### config.mk
export PLATFORM = sky130hd
export DESIGN_NAME = peer_registry_table
export DESIGN_NICKNAME = d
export VERILOG_FILES = /design/src/hw/rtl/prt_pkg.sv /design/src/hw/rtl/prt_slot_mem.sv /design/src/hw/rtl/peer_registry_table.sv
export SDC_FILE = /design/constraint.sdc
export NUM_CORES = 2
export LEC_CHECK = 0
export BUFFER_PORTS_ARGS = -buffer_cell sky130_fd_sc_hd__buf_2
export CAP_MARGIN = 15
export CORE_MARGIN = 2
export CORE_UTILIZATION = 55
export CTS_BUF_LIST = sky130_fd_sc_hd__clkbuf_8
export DETAILED_ROUTE_END_ITERATION = 12
export GPL_TIMING_DRIVEN = 0
export PLACE_DENSITY = 0.69
export SLEW_MARGIN = 20
export SYNTH_ARGS = -nofsm -noshare
export SYNTH_HDL_FRONTEND = slang
export SYNTH_SLANG_ARGS = --single-unit
export TNS_END_PERCENT = 20
### constraint.sdc
create_clock -name clk -period 16.5 [get_ports clk]
set_clock_uncertainty 0.2 [all_clocks]
set_input_delay 2.475 -clock clk [delete_from_list [all_inputs] [get_ports clk]]
set_output_delay 2.475 -clock clk [all_outputs]
set_load 0.01 [all_outputs]
### src/hw/rtl/prt_pkg.sv
// Shared types and codes of the peer registry table.
package prt_pkg;

    typedef enum logic [1:0] {
        OP_REGISTER   = 2'd0,
        OP_UNREGISTER = 2'd1,
        OP_LIST       = 2'd2
    } op_t;

    typedef enum logic [2:0] {
        KIND_ASSIGNED   = 3'd0,
        KIND_REMOVED    = 3'd1,
        KIND_NOT_FOUND  = 3'd2,
        KIND_LIST_START = 3'd3,
        KIND_LIST_ENTRY = 3'd4,
        KIND_LIST_END   = 3'd5
    } kind_t;

    typedef struct packed {
        logic [1:0]  operation;
        logic [31:0] client_address;
        logic [15:0] client_port;
        logic [31:0] sequence_key;
    } in_item_t;

    typedef struct packed {
        kind_t       kind;
        logic [31:0] entry_address;
        logic [15:0] entry_port;
        logic [31:0] entry_sequence;
        logic        last;
    } out_item_t;

    typedef struct packed {
        logic [31:0] address;
        logic [15:0] port;
        logic [31:0] seq_num;
    } slot_t;

endpackage

### src/hw/rtl/prt_slot_mem.sv
// Slot storage of the peer registry table: one write port, one registered read port.
module prt_slot_mem #(
    parameter int DEPTH = 32,
    parameter int AW    = 5
) (
    input  logic            clk,
    input  logic            wr_en,
    input  logic [AW-1:0]   wr_addr,
    input  prt_pkg::slot_t  wr_data,
    input  logic            rd_en,
    input  logic [AW-1:0]   rd_addr,
    output prt_pkg::slot_t  rd_data
);

    prt_pkg::slot_t mem [DEPTH];

    always_ff @(posedge clk)
    begin
        if (wr_en)
        begin
            mem[wr_addr] <= wr_data;
        end
        if (rd_en)
        begin
            rd_data <= mem[rd_addr];
        end
    end

endmodule

### src/hw/rtl/peer_registry_table.sv
// Top level of the peer registry table: request sequencer, slot scan and result register.
//
// The table holds TABLE_DEPTH peer slots and handles one request item at a time;
// req_stall is high from acceptance until the last result of that item has been
// loaded into the result register, or until a register request on a full table
// is dropped. A single slot index walks the table one slot per cycle, though a
// list scan holds while rsp_stall keeps an entry waiting, and the slot contents
// sit in a memory with one read port, so the scan sets the latency: a register
// request ends at the lowest free slot (a full table gives no result), an
// unregister scans up to the whole table, and a list emits one entry per cycle
// over occupied slots while rsp_stall is low. A finished result waits in the
// output register while the next request is accepted.
module peer_registry_table #(
    parameter int TABLE_DEPTH = 32
) (
    input  logic                clk,
    input  logic                rst_n,
    input  logic                req_valid,
    output logic                req_stall,
    input  prt_pkg::in_item_t   req,
    output logic                rsp_valid,
    input  logic                rsp_stall,
    output prt_pkg::out_item_t  rsp
);

    localparam int AW = (TABLE_DEPTH > 1) ? $clog2(TABLE_DEPTH) : 1;
    localparam int IW = $clog2(TABLE_DEPTH + 1);
    localparam logic [IW-1:0] DEPTH_CNT = IW'(TABLE_DEPTH);

    typedef enum logic [5:0] {
        ST_IDLE   = 6'b000001,
        ST_REG    = 6'b000010,
        ST_UNR    = 6'b000100,
        ST_LSTART = 6'b001000,
        ST_LIST   = 6'b010000,
        ST_DONE   = 6'b100000
    } state_t;

    state_t                 state_reg, state_next;
    logic [IW-1:0]          idx_reg, idx_next;
    logic                   p_valid_reg, p_valid_next;
    logic [AW-1:0]          p_idx_reg, p_idx_next;
    logic [TABLE_DEPTH-1:0] slot_valid_reg, slot_valid_next;
    logic [31:0]            next_number_reg, next_number_next;
    logic                   out_valid_reg, out_valid_next;

    // Request payload and pending result; no reset needed.
    logic [31:0]            addr_reg;
    logic [15:0]            port_reg;
    logic [31:0]            key_reg;
    prt_pkg::kind_t         res_kind_reg, res_kind_next;
    logic [31:0]            res_seq_reg, res_seq_next;
    prt_pkg::out_item_t     out_item_reg, out_item_next;

    logic                   accept;
    logic                   out_free;
    logic                   idx_done;
    logic [AW-1:0]          idx_addr;
    logic                   mem_wr_en;
    prt_pkg::slot_t         mem_wr_data;
    logic                   mem_rd_en;
    prt_pkg::slot_t         mem_rd_data;
    logic                   consume;
    logic                   can_issue;

    assign accept    = req_valid && !req_stall;
    assign req_stall = (state_reg != ST_IDLE);
    assign out_free  = !out_valid_reg || !rsp_stall;
    assign idx_done  = (idx_reg == DEPTH_CNT);
    assign idx_addr  = idx_reg[AW-1:0];
    assign rsp_valid = out_valid_reg;
    assign rsp       = out_item_reg;

    assign mem_wr_data = '{address: addr_reg, port: port_reg, seq_num: next_number_reg};

    prt_slot_mem #(
        .DEPTH (TABLE_DEPTH),
        .AW    (AW)
    ) u_slot_mem (
        .clk     (clk),
        .wr_en   (mem_wr_en),
        .wr_addr (idx_addr),
        .wr_data (mem_wr_data),
        .rd_en   (mem_rd_en),
        .rd_addr (idx_addr),
        .rd_data (mem_rd_data)
    );

    always_comb
    begin
        state_next       = state_reg;
        idx_next         = idx_reg;
        p_valid_next     = 1'b0;
        p_idx_next       = p_idx_reg;
        slot_valid_next  = slot_valid_reg;
        next_number_next = next_number_reg;
        res_kind_next    = res_kind_reg;
        res_seq_next     = res_seq_reg;
        out_valid_next   = out_valid_reg && rsp_stall;
        out_item_next    = out_item_reg;
        mem_wr_en        = 1'b0;
        mem_rd_en        = 1'b0;
        consume          = 1'b0;
        can_issue        = 1'b0;

        case (state_reg)
            ST_IDLE:
            begin
                idx_next = '0;
                if (accept)
                begin
                    case (req.operation)
                        prt_pkg::OP_REGISTER:   state_next = ST_REG;
                        prt_pkg::OP_UNREGISTER: state_next = ST_UNR;
                        prt_pkg::OP_LIST:       state_next = ST_LSTART;
                        default:                state_next = ST_IDLE;
                    endcase
                end
            end

            ST_REG:
            begin
                if (idx_done)
                begin
                    // Table full: the request is dropped without a result.
                    state_next = ST_IDLE;
                end
                else if (!slot_valid_reg[idx_addr])
                begin
                    mem_wr_en                 = 1'b1;
                    slot_valid_next[idx_addr] = 1'b1;
                    res_kind_next             = prt_pkg::KIND_ASSIGNED;
                    res_seq_next              = next_number_reg;
                    next_number_next          = next_number_reg + 32'd1;
                    state_next                = ST_DONE;
                end
                else
                begin
                    idx_next = idx_reg + IW'(1);
                end
            end

            ST_UNR:
            begin
                // Reads are issued one slot ahead of the key compare.
                if (p_valid_reg && slot_valid_reg[p_idx_reg]
                    && (mem_rd_data.seq_num == key_reg))
                begin
                    slot_valid_next[p_idx_reg] = 1'b0;
                    res_kind_next              = prt_pkg::KIND_REMOVED;
                    res_seq_next               = '0;
                    state_next                 = ST_DONE;
                end
                else if (!p_valid_reg && idx_done)
                begin
                    res_kind_next = prt_pkg::KIND_NOT_FOUND;
                    res_seq_next  = '0;
                    state_next    = ST_DONE;
                end
                else if (!idx_done)
                begin
                    mem_rd_en    = 1'b1;
                    p_valid_next = 1'b1;
                    p_idx_next   = idx_addr;
                    idx_next     = idx_reg + IW'(1);
                end
            end

            ST_LSTART:
            begin
                if (out_free)
                begin
                    out_valid_next               = 1'b1;
                    out_item_next.kind           = prt_pkg::KIND_LIST_START;
                    out_item_next.entry_address  = '0;
                    out_item_next.entry_port     = '0;
                    out_item_next.entry_sequence = '0;
                    out_item_next.last           = 1'b0;
                    state_next                   = ST_LIST;
                end
            end

            ST_LIST:
            begin
                consume      = p_valid_reg && out_free;
                can_issue    = !p_valid_reg || consume;
                p_valid_next = p_valid_reg && !consume;
                if (consume)
                begin
                    out_valid_next               = 1'b1;
                    out_item_next.kind           = prt_pkg::KIND_LIST_ENTRY;
                    out_item_next.entry_address  = mem_rd_data.address;
                    out_item_next.entry_port     = mem_rd_data.port;
                    out_item_next.entry_sequence = mem_rd_data.seq_num;
                    out_item_next.last           = 1'b0;
                end
                if (can_issue && !idx_done)
                begin
                    // Free slots are skipped without a read.
                    if (slot_valid_reg[idx_addr])
                    begin
                        mem_rd_en    = 1'b1;
                        p_valid_next = 1'b1;
                        p_idx_next   = idx_addr;
                    end
                    idx_next = idx_reg + IW'(1);
                end
                if (!p_valid_reg && idx_done)
                begin
                    res_kind_next = prt_pkg::KIND_LIST_END;
                    res_seq_next  = '0;
                    state_next    = ST_DONE;
                end
            end

            ST_DONE:
            begin
                if (out_free)
                begin
                    out_valid_next               = 1'b1;
                    out_item_next.kind           = res_kind_reg;
                    out_item_next.entry_address  = '0;
                    out_item_next.entry_port     = '0;
                    out_item_next.entry_sequence = res_seq_reg;
                    out_item_next.last           = 1'b1;
                    state_next                   = ST_IDLE;
                end
            end

            default:
            begin
                state_next = ST_IDLE;
            end
        endcase
    end

    always_ff @(posedge clk or negedge rst_n)
    begin
        if (!rst_n)
        begin
            state_reg       <= ST_IDLE;
            idx_reg         <= '0;
            p_valid_reg     <= 1'b0;
            slot_valid_reg  <= '0;
            next_number_reg <= 32'd1;
            out_valid_reg   <= 1'b0;
        end
        else
        begin
            state_reg       <= state_next;
            idx_reg         <= idx_next;
            p_valid_reg     <= p_valid_next;
            slot_valid_reg  <= slot_valid_next;
            next_number_reg <= next_number_next;
            out_valid_reg   <= out_valid_next;
        end
    end

    always_ff @(posedge clk)
    begin
        if (accept)
        begin
            addr_reg <= req.client_address;
            port_reg <= req.client_port;
            key_reg  <= req.sequence_key;
        end
        p_idx_reg    <= p_idx_next;
        res_kind_reg <= res_kind_next;
        res_seq_reg  <= res_seq_next;
        out_item_reg <= out_item_next;
    end

    // The sequence counter only ever moves forward by one.
    assert property (@(posedge clk) disable iff (!rst_n)
        (next_number_reg != $past(next_number_reg))
            |-> (next_number_reg == $past(next_number_reg) + 32'd1))
        else $error("sequence counter moved by other than one");

    // Single-result requests and the list end always close their item.
    assert property (@(posedge clk) disable iff (!rst_n)
        (rsp_valid && ((rsp.kind == prt_pkg::KIND_ASSIGNED)
            || (rsp.kind == prt_pkg::KIND_REMOVED)
            || (rsp.kind == prt_pkg::KIND_NOT_FOUND)
            || (rsp.kind == prt_pkg::KIND_LIST_END))) |-> rsp.last)
        else $error("closing result without last");

    // A pending slot read only exists during the unregister or list scans.
    assert property (@(posedge clk) disable iff (!rst_n)
        p_valid_reg |-> ((state_reg == ST_UNR) || (state_reg == ST_LIST)))
        else $error("slot read pending outside a scan");

    // The table contents change only while a request is being worked on.
    assert property (@(posedge clk) disable iff (!rst_n)
        (state_reg == ST_IDLE) |=> (slot_valid_reg == $past(slot_valid_reg)))
        else $error("slot valid bits changed while idle");

endmodule
==> results_dict.tcl <==
set metrics [dict create \
    status "finished, final reports clean" \
    top_register "u_slot_mem.mem" \
    drive_above_1_share_pct 30.10 \
    timing.final.crit_share_pct 46.76 \
    critPathTopFamily "buffers and inverters" \
    period_needed_ns 7.715 \
    dr.pass1.iters 6 \
    synth_flop_cell "edfxtp_1" \
    viasPerCell 6.660 \
    worstPathMaxFanout 15 \
    max_freq_mhz 129.6 \
    ir_drop_mv 0.08948 \
    cp_slowest_stage_delay_ns 0.83 \
    worst_pin_slew_ns 1.290 \
    portBuffers 171 \
    synth_edf_count 2844 \
    rsz0062_at_grt "false" \
    initial_core_util_pct 55.45 \
    final_max_slew_viol_count 0 \
    num_rows 163 \
    placed_area_sq_um 118400 \
    area_growth_syn_to_layout_pct 15.67 \
    stdcell_area_sq_um 126800 \
    drc 0 \
    path_class "register to register" \
    path_cells "clkbuf_1 -> clkbuf_2 -> buf_2 -> clkbuf_1 -> inv_1 -> ha_1 -> nand3_1 -> nand2_1 -> nor2_1 -> nand2_1 -> clkbuf_2 -> nor2_4 -> buf_12 -> buf_12 -> buf_12 -> buf_12" \
    place_inst 7791 \
    vias 57386 \
    cp-end-kind "register" \
    grt_pass1_vias 56401 \
    syn-num-nets 4879 \
    synth_seq_area_share_pct 79.71 \
    yosysWarnings 0 \
    cts_buffer_depth 4 \
    routabilityCongestion 0.8852 \
    clock-sinks 2922 \
    clk_latency_ns 1.13 \
    met1_usage_pct 42.21 \
    slowest_stage "clkbuf_1" \
    root_buffer "clkbuf_8" \
    overflow 0 \
    hold_violations 0 \
    grt_max_degree 52 \
    power-per-cell-area_nw_per_um2 124.0 \
    yosys_register_bits 2922 \
    final_common_cell "edfxtp_1" \
    cp_num_buf_inv 10 \
    async_reset_ff_share_pct 2.669 \
    cts_inserted_buffers 461 \
    cts_tree "yes" \
    cts_resized 0 \
    synthDistinctLibCells 56 \
    grtUsageTotal_pct 30.78 \
    p_leak_nw 39.54 \
    use_met3_pct 6.902 \
    syn_avg_cell_area_sq_um 22.89 \
    start_kind "register" \
    crit_arrival_ns 8.30 \
    drv_cap 0 \
    hpwl_mm 205.3 \
    coreArea_sq_um 197600 \
    use_met2_pct 48.27 \
    fp.dieW_um 450.4 \
    setup_viol 0 \
    fin_setup_tns_ns 0 \
    post_drt_wl_per_cell_um 36.20 \
    final_cell_mix "edfxtp_1, mux4_2, clkbuf_8" \
    wl_mm 311.9 \
    relSlewSlack_pct 13.98 \
    largest_reg_flops 2560 \
    hold_buffers 0 \
    grt_pass1_wl_mm 431.5 \
    antenna_found_initial 16 \
    io-pin-count 172 \
    cp.required_ns 17.09 \
    fp.dieArea_sq_um 202800 \
    busiest_layer "met2" \
    nNetsFinal 5706 \
    clk_pin_slew_ns 0.06 \
    fin_util_pct 64.14 \
    cts-htree-levels 5 \
    path_common_cell "buf_12" \
    syn_area_sq_um 109600 \
    finalPower_w 0.01571 \
    die_h_um 450.4 \
    cts_setup_buffers 0 \
    drt_iter0_drc 8766 \
    final_cells 8616 \
    hold_class "register to register" \
    synthCells 4788 \
    ant_nets 0 \
]
## worst register-to-register path: stages, from the launching register on
cell	delay [ns]
dfrtp_1	0.41
clkbuf_1	0.81
clkbuf_2	0.68
buf_2	0.68
clkbuf_1	0.85
inv_1	0.46
ha_1	0.36
nand3_1	0.15
nand2_1	0.26
nor2_1	0.25
nand2_1	0.27
clkbuf_2	0.45
nor2_4	0.60
buf_12	0.27
buf_12	0.21
buf_12	0.24
buf_12	0.23
## cell families after synthesis
family / count (synthesis) / share of synthesized area (%)
DFF: 2922 / 79.71
adders and majority gates: 5 / 0.05709
buffers and inverters: 293 / 1.061
xor gates and xnor gates: 63 / 0.5035
and+or+nand+nor: 365 / 1.918
muxes: 673 / 13.49
AOI/OAI and AO/OA: 467 / 3.259
## final cells by class
class	count	area (sq um)
fill	12782	70870
inverter	25	101.3
tap	2640	3303
buffer	268	1190
timing repair buffer	364	5145
clock inverter	339	1723
multi-input combinational	1573	21340
sequential	2922	87390
clock buffer	475	6538
antenna	10	25.02
## per-layer routing
layer | routed length (um) | vias to the layer above
met3 | 36660 | 728
met1 | 111800 | 30083
met4 | 14450 | 10
met5 | 204 | -
met2 | 148800 | 4211
li1 | - | 22354
## worst paths after layout
path	slack [ns]	to	start	depth (start not counted)
setup reg to reg	8.79	u_slot_mem.mem[4][67]$_DFFE_PP_	idx_reg[1]$_DFFE_PN0P_	16
setup / recovery	8.79	u_slot_mem.mem[4][67]$_DFFE_PP_	idx_reg[1]$_DFFE_PN0P_	16
max in group asynchronous	14.24	next_number_reg[0]$_DFFE_PN1P_	rst_n	2
min in group asynchronous	1.12	idx_reg[4]$_DFFE_PN0P_	rst_n	1
hold / removal	0.30	p_idx_reg[4]$_DFFE_PP_	idx_reg[4]$_DFFE_PN0P_	0
hold reg to reg	0.30	p_idx_reg[4]$_DFFE_PP_	idx_reg[4]$_DFFE_PN0P_	0
## power by group
part           leakage [nW]  switching, W  internal (W)
Sequential             26.3      0.000274       0.00846
Clock                  4.80       0.00277       0.00286
Combinational          8.43      0.000785      0.000562
## through the flow
step	setup WS (ns)	hold slack (ns)
final	8.785	0.2980
after global routing	8.672	0.3102
after CTS	8.777	0.2897
after detailed placement	8.766	0.2435
after floorplan	9.159	0.2196
after global placement	0.3509	0.2314
## synthesized netlist by cell type (all sizes together), types with 34 or more instances
master | number | area, sq um
nand4 | 103 | 650.6
xnor2 | 46 | 402.9
a22oi | 323 | 2425
a22o | 64 | 595.6
mux4 | 642 | 14460
nand2 | 34 | 127.6
dfrtp | 76 | 1902
nor2 | 58 | 222.7
clkbuf | 162 | 608.1
edfxtp | 2844 | 85400
buf | 106 | 460.4
and3 | 69 | 431.7
(Power assumes the default switching activity.)
